[src/sv/fbpp_pkg.sv]
// Shared types and constants for the FIFO page buffer pool with pinning.
`timescale 1ns / 1ps
`default_nettype none

package fbpp_pkg;

	// Fixed field widths
	localparam int PAGE_W     = 64;
	localparam int STATUS_W   = 3;
	localparam int POS_W      = 4;
	localparam int CNT_W      = 8;
	localparam int FRAMES_W   = 5;
	localparam int APB_DATA_W = 32;
	localparam int APB_ADDR_W = 3;
	localparam int LIM_W      = 8;

	localparam logic [FRAMES_W-1:0] FRAMES_RESET = 5'd16;

	// Register index of frames_in_use (paddr[2])
	localparam logic REG_FRAMES = 1'b0;

	// Request codes
	localparam logic OP_FIX   = 1'b0;
	localparam logic OP_UNFIX = 1'b1;

	// Result status codes
	typedef enum logic [STATUS_W-1:0] {
		ST_HIT        = 3'd0,
		ST_LOADED     = 3'd1,
		ST_EVICTED    = 3'd2,
		ST_FULL       = 3'd3,
		ST_UNFIXED    = 3'd4,
		ST_UNFIX_MISS = 3'd5
	} status_t;

	// Sequencer states
	typedef enum logic [2:0] {
		S_IDLE,
		S_READ,
		S_CHECK,
		S_DECIDE,
		S_SHIFT_RD,
		S_SHIFT_WR,
		S_APPEND,
		S_DONE
	} state_t;

endpackage

`default_nettype wire

[src/sv/fifo_buffer_pool_pinning.sv]
// FIFO page buffer pool with pin counts: queue memory, scan sequencer, APB register.
//
//  channel | direction | handshake             | payload
//  --------+-----------+-----------------------+-----------------------------------------
//  in      | input     | in_valid / in_stall   | operation, page_id, mark_dirty
//  out     | output    | out_valid / out_stall | status, queue_position, pin_count,
//          |           |                       | evicted_page_id, write_back
//  apb     | input     | psel/penable/pready   | paddr, pwrite, pwdata, prdata
//
// One request at a time. The queue sits in a memory with one write port and one
// registered read port, scanned one entry at a time (read, then compare); an eviction
// moves each later entry up (read, then write), then appends the new page at the end.
// in_stall is high from acceptance until the result is loaded into the output register;
// a result waiting in that register does not block acceptance of the next request.
// Reset clears the occupancy count and sets frames_in_use to 16; no memory clearing.
`timescale 1ns / 1ps
`default_nettype none

module fifo_buffer_pool_pinning
	import fbpp_pkg::*;
#(
	parameter int MAX_FRAMES = 16,
	parameter int PIN_BITS   = 8
) (
	input  wire logic                  clk,
	input  wire logic                  arst_n,

	input  wire logic                  in_valid,
	output logic                       in_stall,
	input  wire logic                  operation,
	input  wire logic [PAGE_W-1:0]     page_id,
	input  wire logic                  mark_dirty,

	output logic                       out_valid,
	input  wire logic                  out_stall,
	output logic [STATUS_W-1:0]        status,
	output logic [POS_W-1:0]           queue_position,
	output logic [CNT_W-1:0]           pin_count,
	output logic [PAGE_W-1:0]          evicted_page_id,
	output logic                       write_back,

	input  wire logic                  psel,
	input  wire logic                  penable,
	input  wire logic                  pwrite,
	input  wire logic [APB_ADDR_W-1:0] paddr,
	input  wire logic [APB_DATA_W-1:0] pwdata,
	output logic [APB_DATA_W-1:0]      prdata,
	output logic                       pready
);

	localparam int IDX_W   = (MAX_FRAMES > 1) ? $clog2(MAX_FRAMES) : 1;
	localparam int OCC_W   = $clog2(MAX_FRAMES + 1);
	localparam int ENTRY_W = PAGE_W + PIN_BITS + 1;

	localparam logic [PIN_BITS-1:0] PIN_MAX = {PIN_BITS{1'b1}};
	localparam logic [PIN_BITS-1:0] PIN_ONE = PIN_BITS'(1);
	localparam logic [OCC_W-1:0]    OCC_MAX = OCC_W'(MAX_FRAMES);

	// Control state
	state_t                state_q, state_d;
	logic [OCC_W-1:0]      occ_q;
	logic [OCC_W-1:0]      idx_q;
	logic [FRAMES_W-1:0]   frames_q;
	logic                  hit_q;
	logic                  victim_found_q;
	logic                  out_valid_q;

	// Request and scan payload
	logic                  op_q;
	logic [PAGE_W-1:0]     page_q;
	logic                  dirty_q;
	logic [OCC_W-1:0]      hit_idx_q;
	logic [PIN_BITS-1:0]   hit_pins_q;
	logic                  hit_dirty_q;
	logic [OCC_W-1:0]      victim_idx_q;
	logic [PAGE_W-1:0]     victim_page_q;
	logic                  victim_dirty_q;

	// Pending result
	status_t               res_status_q;
	logic [IDX_W-1:0]      res_pos_q;
	logic [PIN_BITS-1:0]   res_pins_q;
	logic [PAGE_W-1:0]     res_evict_q;
	logic                  res_wb_q;

	// Output register
	logic [STATUS_W-1:0]   status_q;
	logic [POS_W-1:0]      queue_position_q;
	logic [CNT_W-1:0]      pin_count_q;
	logic [PAGE_W-1:0]     evicted_page_id_q;
	logic                  write_back_q;

	// Queue memory
	logic [ENTRY_W-1:0]    mem_q [MAX_FRAMES];
	logic [ENTRY_W-1:0]    rd_data_q;
	logic [IDX_W-1:0]      rd_addr;
	logic                  wr_en;
	logic [IDX_W-1:0]      wr_addr;
	logic [ENTRY_W-1:0]    wr_data;

	// Derived values
	logic                  in_accept;
	logic                  out_free;
	logic                  cfg_write;
	logic [PAGE_W-1:0]     rd_page;
	logic [PIN_BITS-1:0]   rd_pins;
	logic                  rd_dirty;
	logic                  rd_match;
	logic [OCC_W-1:0]      idx_nxt;
	logic [OCC_W-1:0]      idx_nxt2;
	logic [OCC_W-1:0]      victim_nxt;
	logic [OCC_W-1:0]      occ_last;
	logic                  has_room;
	logic [PIN_BITS-1:0]   pins_inc;
	logic [PIN_BITS-1:0]   pins_dec;
	logic [IDX_W+POS_W-1:0]    pos_wide;
	logic [PIN_BITS+CNT_W-1:0] pins_wide;

	assign in_accept = in_valid && !in_stall;
	assign out_free  = !out_valid_q || !out_stall;
	assign cfg_write = psel && penable && pwrite && pready;

	assign rd_page  = rd_data_q[ENTRY_W-1 -: PAGE_W];
	assign rd_pins  = rd_data_q[PIN_BITS:1];
	assign rd_dirty = rd_data_q[0];
	assign rd_match = (rd_page == page_q);

	assign idx_nxt    = idx_q + OCC_W'(1);
	assign idx_nxt2   = idx_q + OCC_W'(2);
	assign victim_nxt = victim_idx_q + OCC_W'(1);
	assign occ_last   = occ_q - OCC_W'(1);

	// Room check against the frame limit (0 acts as 1, capped at MAX_FRAMES)
	assign has_room = (occ_q < OCC_MAX) &&
		((LIM_W'(occ_q) < LIM_W'(frames_q)) || ((frames_q == '0) && (occ_q == '0)));

	// Saturating pin count update
	assign pins_inc = (hit_pins_q == PIN_MAX) ? hit_pins_q : hit_pins_q + PIN_ONE;
	assign pins_dec = (hit_pins_q == '0) ? hit_pins_q : hit_pins_q - PIN_ONE;

	assign pos_wide  = {{POS_W{1'b0}}, res_pos_q};
	assign pins_wide = {{CNT_W{1'b0}}, res_pins_q};

	// Next state and memory port control
	always_comb begin
		state_d = state_q;
		rd_addr = idx_q[IDX_W-1:0];
		wr_en   = 1'b0;
		wr_addr = idx_q[IDX_W-1:0];
		wr_data = rd_data_q;
		case (state_q)
			S_IDLE: begin
				if (in_valid) begin
					state_d = (occ_q == '0) ? S_DECIDE : S_READ;
				end
			end
			S_READ: begin
				state_d = S_CHECK;
			end
			S_CHECK: begin
				if (rd_match || (idx_nxt >= occ_q)) begin
					state_d = S_DECIDE;
				end else begin
					state_d = S_READ;
				end
			end
			S_DECIDE: begin
				state_d = S_DONE;
				if (hit_q) begin
					wr_en   = 1'b1;
					wr_addr = hit_idx_q[IDX_W-1:0];
					if (op_q == OP_UNFIX) begin
						wr_data = {page_q, pins_dec, dirty_q};
					end else begin
						wr_data = {page_q, pins_inc, hit_dirty_q};
					end
				end else if (op_q == OP_FIX) begin
					if (has_room) begin
						wr_en   = 1'b1;
						wr_addr = occ_q[IDX_W-1:0];
						wr_data = {page_q, PIN_ONE, 1'b0};
					end else if (victim_found_q) begin
						state_d = (victim_nxt < occ_q) ? S_SHIFT_RD : S_APPEND;
					end
				end
			end
			S_SHIFT_RD: begin
				rd_addr = idx_nxt[IDX_W-1:0];
				state_d = S_SHIFT_WR;
			end
			S_SHIFT_WR: begin
				wr_en   = 1'b1;
				wr_addr = idx_q[IDX_W-1:0];
				wr_data = rd_data_q;
				state_d = (idx_nxt2 < occ_q) ? S_SHIFT_RD : S_APPEND;
			end
			S_APPEND: begin
				wr_en   = 1'b1;
				wr_addr = occ_last[IDX_W-1:0];
				wr_data = {page_q, PIN_ONE, 1'b0};
				state_d = S_DONE;
			end
			S_DONE: begin
				if (out_free) begin
					state_d = S_IDLE;
				end
			end
			default: begin
				state_d = S_IDLE;
			end
		endcase
	end

	// Queue memory: one write port, one registered read port
	always_ff @(posedge clk) begin
		if (wr_en) begin
			mem_q[wr_addr] <= wr_data;
		end
		rd_data_q <= mem_q[rd_addr];
	end

	// Sequencer control registers
	always_ff @(posedge clk or negedge arst_n) begin
		if (!arst_n) begin
			state_q        <= S_IDLE;
			occ_q          <= '0;
			idx_q          <= '0;
			frames_q       <= FRAMES_RESET;
			hit_q          <= 1'b0;
			victim_found_q <= 1'b0;
			out_valid_q    <= 1'b0;
		end else begin
			state_q <= state_d;
			if (cfg_write && (paddr[2] == REG_FRAMES)) begin
				frames_q <= pwdata[FRAMES_W-1:0];
			end
			case (state_q)
				S_IDLE: begin
					if (in_accept) begin
						idx_q          <= '0;
						hit_q          <= 1'b0;
						victim_found_q <= 1'b0;
					end
				end
				S_CHECK: begin
					idx_q <= idx_nxt;
					if (rd_match) begin
						hit_q <= 1'b1;
					end else if (!victim_found_q && (rd_pins == '0)) begin
						victim_found_q <= 1'b1;
					end
				end
				S_DECIDE: begin
					idx_q <= victim_idx_q;
					if (!hit_q && (op_q == OP_FIX) && has_room) begin
						occ_q <= occ_q + OCC_W'(1);
					end
				end
				S_SHIFT_WR: begin
					idx_q <= idx_nxt;
				end
				default: begin
				end
			endcase
			// Output register handshake
			if (state_q == S_DONE && out_free) begin
				out_valid_q <= 1'b1;
			end else if (out_valid_q && !out_stall) begin
				out_valid_q <= 1'b0;
			end
		end
	end

	// Request, scan and result payload
	always_ff @(posedge clk) begin
		case (state_q)
			S_IDLE: begin
				if (in_accept) begin
					op_q    <= operation;
					page_q  <= page_id;
					dirty_q <= mark_dirty;
				end
			end
			S_CHECK: begin
				if (rd_match) begin
					hit_idx_q   <= idx_q;
					hit_pins_q  <= rd_pins;
					hit_dirty_q <= rd_dirty;
				end else if (!victim_found_q && (rd_pins == '0)) begin
					victim_idx_q   <= idx_q;
					victim_page_q  <= rd_page;
					victim_dirty_q <= rd_dirty;
				end
			end
			S_DECIDE: begin
				res_status_q <= ST_FULL;
				res_pos_q    <= '0;
				res_pins_q   <= '0;
				res_evict_q  <= '0;
				res_wb_q     <= 1'b0;
				if (op_q == OP_UNFIX) begin
					if (hit_q) begin
						res_status_q <= ST_UNFIXED;
						res_pos_q    <= hit_idx_q[IDX_W-1:0];
						res_pins_q   <= pins_dec;
					end else begin
						res_status_q <= ST_UNFIX_MISS;
					end
				end else if (hit_q) begin
					res_status_q <= ST_HIT;
					res_pos_q    <= hit_idx_q[IDX_W-1:0];
					res_pins_q   <= pins_inc;
				end else if (has_room) begin
					res_status_q <= ST_LOADED;
					res_pos_q    <= occ_q[IDX_W-1:0];
					res_pins_q   <= PIN_ONE;
				end
			end
			S_APPEND: begin
				res_status_q <= ST_EVICTED;
				res_pos_q    <= occ_last[IDX_W-1:0];
				res_pins_q   <= PIN_ONE;
				res_evict_q  <= victim_page_q;
				res_wb_q     <= victim_dirty_q;
			end
			S_DONE: begin
				if (out_free) begin
					status_q          <= res_status_q;
					queue_position_q  <= pos_wide[POS_W-1:0];
					pin_count_q       <= pins_wide[CNT_W-1:0];
					evicted_page_id_q <= res_evict_q;
					write_back_q      <= res_wb_q;
				end
			end
			default: begin
			end
		endcase
	end

	// Ports
	assign in_stall        = (state_q != S_IDLE);
	assign out_valid       = out_valid_q;
	assign status          = status_q;
	assign queue_position  = queue_position_q;
	assign pin_count       = pin_count_q;
	assign evicted_page_id = evicted_page_id_q;
	assign write_back      = write_back_q;

	assign pready = 1'b1;
	assign prdata = (paddr[2] == REG_FRAMES) ?
		{{(APB_DATA_W - FRAMES_W){1'b0}}, frames_q} : '0;

endmodule

`default_nettype wire

[config.mk]
export PLATFORM = sky130hd
export DESIGN_NAME = fifo_buffer_pool_pinning
export DESIGN_NICKNAME = d
export VERILOG_FILES = /design/src/sv/fbpp_pkg.sv /design/src/sv/fifo_buffer_pool_pinning.sv
export SDC_FILE = /design/constraint.sdc
export NUM_CORES = 2
export LEC_CHECK = 0
export ABC_AREA = 1
export ABC_CLOCK_PERIOD_IN_PS = 12500
export BUFFER_PORTS_ARGS = -buffer_cell sky130_fd_sc_hd__buf_2
export CAP_MARGIN = 20
export CORE_MARGIN = 3
export CORE_UTILIZATION = 50
export CTS_CLUSTER_SIZE = 16
export DETAILED_ROUTE_END_ITERATION = 10
export PLACE_DENSITY = 0.67
export SLEW_MARGIN = 30
export SYNTH_ARGS = -nofsm -noshare
export SYNTH_HDL_FRONTEND = slang
export SYNTH_SLANG_ARGS = --single-unit
[constraint.sdc]
create_clock -name clk -period 12.5 [get_ports clk]
set_clock_uncertainty 0.15 [all_clocks]
set_input_delay 1.875 -clock clk [delete_from_list [all_inputs] [get_ports clk]]
set_output_delay 1.875 -clock clk [all_outputs]
set_load 0.02 [all_outputs]
==> impl_metrics.yaml <==
outcome:
  outcome: "finished clean"
pwr:
  seqPwrFrac_pct: 41.8
  swShare_pct: 38.2
  clock_power_share_pct: 22.9
  cellPowerDensity_nw_per_um2: 284
  p_leak_nw: 24.2
  switching_power_mw: 7.60
  ir_worst_vdd_v: 0.000231
  power.internal_mw: 12.3
  combPwrFrac_pct: 35.4
worst_setup_path:
  crit_chain: "nand3_4, nand2_8, inv_1, buf_4, a21oi_1, nand2_1, inv_1, nand2_1, nor2_4, buf_4, buf_4"
  cp_max_fo: 83
  crit_arrival_ps: 5890
  cpPeakStageDelay_ps: 930
  critPathMostFrequentCell: "buf_4"
  setup.worst_path.class: "reg -> reg"
  required_ps: 12750
  cp-start-kind: "flop"
  cp-end-kind: "flop"
  critPathSlowestCell: "nand2_8"
route:
  drt-vias-per-instance: 5.88
  drt-pass1-iter-count: 8
  drc: 0
  postRouteAntennaNets: 0
  num_vias: 39000
  drt_iter0_markers: 4573
  wl_per_cell_um: 23.8
  wl_um: 158000
logic_synthesis:
  syn_area_um2: 62300
  synthArstFlopShare_pct: 1.34
  synth_area_leader_cell: "edfxtp_1"
  yosys_register_bits: 1571
  synth_cells: 4728
  synth_top_cell_area_share_pct: 71.2
  syn_avg_cell_area_um2: 13.2
  synth_area_leaders: "edfxtp_1 71%, o21ai_0 4.9%, nor2_1 4.1%, o211ai_1 2.6%, dfxtp_1 2.3%"
  ys_warn_count: 0
  yosys_most_used_dff: "edfxtp_1"
  synth.distinct_cells: 47
  synth-seq-area-share_pct: 74.4
  synth_edf_count: 1477
global_routing:
  grt_pass1_wl_um: 233000
  antenna_found_initial: 1
  grt_usage_pct: 23.9
  grt_max_degree: 148
  overflow: 0
  first_global_vias: 36900
sta:
  setup_viol: 0
  rsz0062_at_grt: "no"
  slew_violations: 0
  finalCriticalPeriod_ps: 5650
  slew_headroom_pct: 31.2
  max_slew.worst_pin.slew_ps: 1030
  hold_viol: 0
  max_freq_ghz: 0.177
  fin_crit_sh_pct: 45.2
  finalSetupTns_ps: 0
place:
  io_buffers: 165
  place_hpwl_um: 82800
  gp_congestion: 0.797
finish:
  final_common_cell: "edfxtp_1"
  layout_common_cells: "1477 x edfxtp_1, 658 x nor2_1, 605 x o21ai_0, 372 x nand2_1, 270 x inv_1"
  final_layout_size_suffix_gt1_share_pct: 11.5
  nets: 4999
  syn2layout_area_growth_pct: 12.3
  fin_util_pct: 57.0
clock_tree:
  cts-root-buf: "clkbuf_16"
  clock_sinks: 1571
  post_cts_buffers: 0
  htreeDepth: 4
  hold_buffers: 0
  cts_buffer_depth: 3
  cts_tree: "built"
  numCtsBuffers: 155
  cts.clk_slew.worst_paths_ps: 60
  insertion_delay_ps: 790
  cts-resized-gates: 0
floorplan:
  ios: 223
  die-area_um2: 129000
  core_um2: 123000
  die_y_um: 359
  rows: 128
  initial_core_util_pct: 50.8
  die_x_um: 359
hold_path:
  hold_class: "reg -> reg"
flow_run:
  cap_viol_max_count: 0
## sequential cells by signal, indices dropped and copies added (netlist names), 8 cells and up
name and flops:
evicted_page_id 64, hit_pins_q 8, mem_q 1168, page_q 64
pin_count 8, rd_data_q 73, res_evict_q 64, res_pins_q 8
victim_page_q 64
## cells by family (layout without fill, tap and decap cells)
logic type,after synthesis,after routing,share of synthesized area [%]
AO/OA/AOI/OAI,1323,1323,12.8
other,2,29,0.0121
adder cells (fa/ha/maj),27,27,0.542
buffers and inverters,601,841,4.36
AND/OR/NAND/NOR,1166,1166,7.37
flip-flops,1571,1571,74.4
XOR/XNOR,38,38,0.534
## worst paths after layout
path                                  from                  end  slack, ps  depth (start not counted)
min reg2reg                res_evict_q[42]  evicted_page_id[42]        270                          0
min                        res_evict_q[42]  evicted_page_id[42]        270                          0
max                             state_q[2]         mem_q[0][27]       6850                         11
max reg2reg                     state_q[2]         mem_q[0][27]       6850                         11
min in group asynchronous           arst_n             idx_q[2]        940                          1
max in group asynchronous           arst_n             occ_q[2]      10890                          1
## cells in the mapped netlist (3+ instances only)
master / number
nor3_1: 6
clkbuf_1: 103
nor2_1: 678
clkbuf_2: 10
buf_6: 15
inv_2: 7
o22ai_1: 101
inv_1: 271
o21bai_1: 39
a22oi_1: 3
xnor2_1: 4
ha_1: 27
xor2_1: 34
o21ai_0: 607
o211ai_1: 219
o21ai_1: 132
buf_4: 38
nand4_1: 10
nand2_1: 373
edfxtp_1: 1477
buf_1: 4
nor4_1: 3
o221ai_1: 141
buf_2: 150
a21oi_1: 70
dfxtp_1: 73
dfrtp_1: 20
nand3_1: 85
## final cells by class
cell class,instances,area [um^2]
fill,9668,52700
sequential,1571,46300
multi-input combinational,2582,13800
clock buffer,235,4470
tap,1625,2030
timing repair buffer,273,1740
inverter,281,1090
clock inverter,52,526
antenna,1,2.50
## power by group through the flow
stage | Sequential [mW] | Combinational (mW) | Clock [mW]
global route | 8.39 | 7.73 | 4.82
finish | 8.31 | 7.04 | 4.55
global placement | 8.41 | 6.59 | 0
floorplan | 8.40 | 4.60 | 0
detailed placement | 8.42 | 6.85 | 0
CTS | 8.32 | 6.89 | 4.61
## metal layers
layer	routed length, um	up-vias	part of all wire [%]	GRT usage, %
met3	15000	278	9.5	4.59
met5	0	-	0	0
met1	66000	19200	42	34.2
met2	72700	1870	46	37.2
li1	-	17600	-	-
met4	4120	0	2.6	7.89
## critical path: cells and delay by family (launching register included)
kind / cells / cell delay, ps
compound gates: 1 / 190
simple gates: 5 / 2430
flops: 1 / 570
buf+inv: 5 / 1820
## through the flow
stage	area, um^2	worst slack [ps]	instances	total power [mW]	hold slack, ps
after floorplan	62400	6510	4754	13.0	250
after global placement	64400	7060	6295	15.0	255
after detailed placement	64700	6950	6315	15.3	255
after CTS	69700	6940	6602	19.8	268
after global routing	70000	6630	6620	20.9	263
final	70000	6850	6620	19.9	267
Note: power is estimated with default switching activity, not from simulation.
